<file path="config.mk">
export PLATFORM = sky130hd
export DESIGN_NAME = bee_log2
export DESIGN_NICKNAME = d
export VERILOG_FILES = /design/src/hdl/bee_log2.sv
export SDC_FILE = /design/constraint.sdc
export NUM_CORES = 2
export LEC_CHECK = 0
export ABC_CLOCK_PERIOD_IN_PS = 9600
export BUFFER_PORTS_ARGS = -buffer_cell sky130_fd_sc_hd__buf_2
export CAP_MARGIN = 0
export CORE_UTILIZATION = 25
export DETAILED_ROUTE_END_ITERATION = 16
export PLACE_DENSITY = 0.39
export SYNTH_ARGS = -nofsm -noshare
export SYNTH_HDL_FRONTEND = slang
export SYNTH_SLANG_ARGS = --single-unit
</file>
<file path="constraint.sdc">
create_clock -name clock -period 9.6 [get_ports clock]
set_clock_uncertainty 0.1 [all_clocks]
set_input_delay 0.48 -clock clock [delete_from_list [all_inputs] [get_ports clock]]
set_output_delay 0.48 -clock clock [all_outputs]
set_load 0.03 [all_outputs]
</file>
<file path="src/hdl/bee_log2.sv">
// ----------------------------------------------------------------------------
// bee_log2
// Iterative fixed-point log2: leading-one detect, then one squaring per
// fraction bit.
// ----------------------------------------------------------------------------
`default_nettype none

module bee_log2 #(
   parameter int COUNT_BITS = 32,
   parameter int FRAC_BITS  = 16
) (
   input  wire logic                                       clock,
   input  wire logic                                       reset,
   input  wire logic                                       start,
   input  wire logic [COUNT_BITS-1:0]                      x,
   output logic                                            done,
   output logic [$clog2(COUNT_BITS)+FRAC_BITS-1:0]         value
);

   localparam int KW = $clog2(COUNT_BITS);
   localparam int W  = (COUNT_BITS > 32) ? COUNT_BITS : 32;
   localparam int SW = $clog2(W);
   localparam int CW = $clog2(FRAC_BITS + 1);

   logic [KW-1:0]        k;
   logic [W-1:0]         x_w;
   logic [SW-1:0]        sh;
   logic [W-1:0]         norm;
   logic [63:0]          sq;
   logic                 bit_now;
   logic [31:0]          m_next;

   logic                 run_ff, run_in;
   logic                 done_ff, done_in;
   logic [CW-1:0]        cnt_ff, cnt_in;
   logic [31:0]          m_ff, m_in;
   logic [KW-1:0]        k_ff, k_in;
   logic [FRAC_BITS-1:0] frac_ff, frac_in;

   // leading one
   always_comb begin
      k = '0;
      for (int i = 0; i < COUNT_BITS; i++) begin
         if (x[i]) begin
            k = KW'(i);
         end
      end
   end

   assign x_w  = W'(x);
   assign sh   = SW'(W - 1) - SW'(k);
   assign norm = x_w << sh;

   assign sq      = 64'(m_ff) * 64'(m_ff);
   assign bit_now = sq[63];
   assign m_next  = bit_now ? sq[63:32] : sq[62:31];

   always_comb begin
      run_in  = run_ff;
      done_in = 1'b0;
      cnt_in  = cnt_ff;
      m_in    = m_ff;
      k_in    = k_ff;
      frac_in = frac_ff;
      if (start) begin
         run_in  = 1'b1;
         cnt_in  = '0;
         m_in    = norm[W-1 -: 32];
         k_in    = k;
         frac_in = '0;
      end else if (run_ff) begin
         m_in    = m_next;
         frac_in = {frac_ff[FRAC_BITS-2:0], bit_now};
         cnt_in  = cnt_ff + 1'b1;
         if (cnt_ff == CW'(FRAC_BITS - 1)) begin
            run_in  = 1'b0;
            done_in = 1'b1;
         end
      end
   end

   always_ff @(posedge clock) begin
      if (reset) begin
         run_ff  <= 1'b0;
         done_ff <= 1'b0;
         cnt_ff  <= '0;
      end else begin
         run_ff  <= run_in;
         done_ff <= done_in;
         cnt_ff  <= cnt_in;
      end
      m_ff    <= m_in;
      k_ff    <= k_in;
      frac_ff <= frac_in;
   end

   assign done  = done_ff;
   assign value = {k_ff, frac_ff};

endmodule

`default_nettype wire

</file>
---- Yosys cells after proc, flatten, opt, wreduce, memory -nomap -nowiden ----
Index checks and enable logic that the tools add are counted.
W data, S select, Z words.
word-level totals
  register bits ........................... 60
  latch bits .............................. 0
  memory bits (writable) .................. 0
  ROM bits ................................ 0
  bits of input ports ..................... 35
  output and inout bits ................... 22
  memories kept ........................... 0
operators by class
  add/subtract/negate cells ............... 2
  multiply operators ...................... 1
  div/mod/pow operators ................... 0
  magnitude comparators ................... 0
  eq/ne operators ......................... 1
  shift-type cells ........................ 1
  mux-type cells .......................... 38
  bitwise gates (word level) .............. 1
  reduce and logical (&&, ||, !) cells .... 3
operators with widths
  operator               number
  $mux W5                30
  $mux W32               3
  $mul A32 B32 Y64       1
  $shl A32 B5 Y32        1
  $add A5 B1 Y5 const B  1
  $eq A5 B4 Y1 const B   1
  $mux W1                5
  $sub A5 B5 Y5 const A  1
  $reduce_or A3 Y1       1
  $reduce_bool A2 Y1     1
  $reduce_or A2 Y1       1
  $not A1 Y1             1

---- Depth between registers and ports, before layout ----
  depth after elaboration ................. 34
  gate-level depth with buffers ........... 31
  depth with buffers taken out ............ 28

---- Worst setup path before layout ----
Ideal clock, no wire load.
  path kind ............................... flip-flop to flip-flop
  from .................................... reg m_ff[13]
  to ...................................... reg m_ff[17], data pin
  library setup time ...................... 0.267 ns
  data arrival time ....................... 7.903 ns
  required time ........................... 9.233 ns
  path slack .............................. 1.330 ns
  stages on the path, launching flop included .. 28
  buffers on the path ..................... 3
  cell sequence ........................... edfxtp_1 -> clkbuf_1 -> clkbuf_1 -> nand2_1 -> fa_1 -> inv_1 -> fa_1 -> inv_1 -> fa_1 -> fa_1 -> inv_1 -> fa_1 -> fa_1 -> fa_1 -> fa_1 -> ha_1 -> nand4_1 -> nor4_2 -> nand3_1 -> a21oi_2 -> o2111ai_2 -> a2111oi_4 -> o21ai_1 -> a311oi_1 -> nor3b_4 -> buf_4 -> mux2i_1 -> o211ai_1
between the ends
  cells in the longest elaborated chain, start to end .. 4
ends and longest elaborated chain
  what                    line  source
  start, declared         36    logic [31:0] m_ff, m_in;
  start signal, assigned  92    m_ff <= m_in;
  $mul A32 B32 Y64        54    assign sq = 64'(m_ff) * 64'(m_ff);
  $mux W32                56    assign m_next = bit_now ? sq[63:32] : sq[62:31];
  $mux W32                71    end else if (run_ff) begin
  $mux W32                65    if (start) begin
  net m_in[17]            36
The timed path passes the listed nets, and every way through them passes these cells. The select of a mux whose other input is x is not followed.
A chain may end at the register's enable or synchronous reset.

---- Final worst setup path ----
  from .................................... reg m_ff[27]
  to ...................................... reg m_ff[16], data pin
The elaborated chain is that of the path after synthesis.

==> impl_metrics.csv <==
group,metric,value,unit
run_status,status,"complete, no violations",
yosys,netlist.area_leader.share,48.0,%
finish,fillers,14000,
timing,post-route-min-period,9250,ps
routing,vias,22800,
timing,rsz0062_at_grt,"false",
grt,grt_max_degree,61,
yosys,synth_compound_area_share,5.95,%
worst_setup_path,crit_type,"reg2reg",
worst_hold_path,hp-class,"in2reg",
grt,grt_pass1_vias,26200,
grt,grt_pass1_wl,159000,um
grt,grt-ovfl-total,0,
worst_setup_path,cp.arrival,9140,ps
worst_setup_path,cp-start-kind,"flip-flop",
floorplan,die_area,0.133,mm2
timing,setup_viol,0,
worst_setup_path,crit_family,"adder cells",
yosys,avgSynthCellArea,9.25,um2
timing,setup_tns,0,ps
timing,hold_slack,226,ps
routing,drtPass1Iterations,5,
clock_network,cts_max_level,3,
yosys,yosysMostFrequentCell,"inv_1",
yosys,synth_ff_type,"edfxtp_1",
floorplan,core_area,0.130,mm2
finish,regArea,0.00157,mm2
worst_setup_path,end_kind,"flip-flop",
finish,area_delta_synth_final,10.4,%
yosys,synth.yosys.warnings,0,
grt,antenna_found_initial,3,
worst_setup_path,crit_path_top_delay_cell,"edfxtp_1",
routing,routed_wirelength,100000,um
floorplan,ioPinCount,57,
floorplan,die_x,365,um
worst_setup_path,path_buf_inv,7,
yosys,muxShareOfSynthArea,3.12,%
timing,max_freq,108,MHz
clock_network,clk_latency,340,ps
timing,hold_viol,0,
yosys,synth_top_family_by_area,"adder cells",
yosys,syn_area,0.0330,mm2
worst_setup_path,required,9490,ps
grt,grt_usage,15.7,%
floorplan,fp.dieH,365,um
clock_network,cts_tree,"yes",
routing,vias_per_cell,4.25,
finish,multi_input_area,0.0272,mm2
worst_setup_path,cp_max_fo,35,
floorplan,rows,132,
floorplan,initial_core_util,25.3,%
clock_network,path_clk_slew,60,ps
routing,routedWlPerCell,18.7,um
timing,max_slew.worst_pin.slew,902,ps
clock_network,clock_sinks,60,
yosys,synth_edf_count,37,
yosys,synthTopCellsByArea,"fa_1 (48%), ha_1 (11%), inv_1 (11%)",
yosys,synthAdderAreaFrac,59.3,%
yosys,synth_cell_types,69,
yosys,syn_nets,4696,
worst_setup_path,path_common_cell,"fa_1",
timing,finalCritPeriodShare,96.3,%
routing,ant_nets,0,
yosys,synthXorXnorAreaFrac,2.04,%
yosys,ys_seq_elements,60,
clock_network,cts_buffers,9,
yosys,synthCells,3570,
timing,maxSlewHeadroom,39.9,%
routing,drc_errors,0,
routing,drt-initial-drc-count,912,
yosys,async_flop_share,0,%
yosys,synth-simple-area-share,11.8,%
yosys,ys_top_cells_by_count,"inv_1 (991), fa_1 (791), nand2_1 (329)",
yosys,yosysTopAreaCell,"fa_1",
worst_setup_path,cp_slowest_stage_delay,940,ps
finish,drive_gt1_share,6.48,%
clock_network,cts_root_buf,"clkbuf_16",
placement,gp_congestion,0.837,
finish,final_nets,4748,
placement,port_buffers,56,
timing,slew_viol_final,0,
yosys,seq_area_frac_synth,4.76,%
run,max-cap-violations,0,
clock_network,clockBufferDepth,2,
placement,hpwlAfterDp,85100,um
through the flow:
| step | area [um2] | util (%) | cells | worst slack [ps] |
|---|---|---|---|---|
| 2_1_floorplan | 33000 | - | 3570 | 1330 |
| 3_3_place_gp | 35900 | 27.5 | 5332 | 102 |
| 3_5_place_dp | 35900 | 27.5 | 5332 | 41.1 |
| 4_1_cts | 36200 | 27.8 | 5348 | 22.8 |
| 5_1_grt | 36400 | 28.0 | 5369 | 4.15 |
| 6_report | 36400 | 28.0 | 5370 | 354 |
final timing paths:
path,startpoint,end,slack [ps],cells past startpoint
max,m_ff[27]$_DFFE_PP_,m_ff[16]$_DFFE_PP_,350,28
min,reset,run_ff$_SDFF_PP0_,230,2
max reg2reg,m_ff[27]$_DFFE_PP_,m_ff[16]$_DFFE_PP_,350,28
min reg2reg,cnt_ff[4]$_SDFFE_PP0P_,cnt_ff[4]$_SDFFE_PP0P_,380,2
cells in the final DEF, fill, tap and decap left out, types with 11 or more instances in the layout:
cell type and instances:
a21o_1 31, a21oi_1 71, a31o_2 12, a31oi_1 18, and2_1 234, and3_1 12
buf_12 20, buf_2 56, buf_4 106, dfxtp_1 23, edfxtp_1 37, fa_1 791
ha_1 300, inv_1 991, mux2i_1 95, nand2_1 329, nand2b_1 11, nand3_1 28
nand4_1 11, nor2_1 130, nor2b_1 15, nor3_1 14, o211ai_1 13, o21ai_0 58
xnor2_1 34, xor2_1 43
cell families after synthesis:
| group | after synthesis |
|---|---|
| buffers and inverters | 1134 |
| muxes | 102 |
| AOI/OAI and AO/OA | 295 |
| and+or+nand+nor | 811 |
| xor gates and xnor gates | 77 |
| adders and majority gates | 1091 |
| DFF | 60 |
routing by layer:
layer	global-route usage, %	part of all wire, %
met2	28.5	52
met5	0	0
met1	21.1	45
met3	1.21	2.6
met4	0.911	0.41
worst register-to-register path, delay by kind of cell, from the launching register on:
kind | cells | cell delay, ps
DFF | 1 | 940
and+or+nand+nor | 2 | 490
adders and majority gates | 9 | 4260
buffers and inverters | 7 | 720
muxes | 1 | 280
AOI/OAI and AO/OA | 9 | 2120
registers in the layout, summed over array words and instances, names as in the netlist:
signal and flops:
k_ff 5, frac_ff 16, done 1, run_ff 1, cnt_ff 5, m_ff 32
repair_timing:
action | 4_1_cts | 5_1_grt
setup buffers | 0 | 21
hold buffers | 0 | 0
resized for setup | 0 | 1
endpoints found under the setup margin | 0 | 16
endpoints found under the hold margin | 0 | 0
area by class of cell:
class | count | area share [%]
well taps | 1742 | 5.98
clock buffers | 10 | 0.687
flip-flops and latches | 60 | 4.31
multi-input cells | 2376 | 74.6
repair buffers | 182 | 4.05
inverters | 993 | 10.2
clock inverters | 6 | 0.137
diodes | 1 | 0.00687
Power is left out: the tool's default activity adds up to more than one toggle a clock period on the data nets, which glitch-free logic cannot reach.
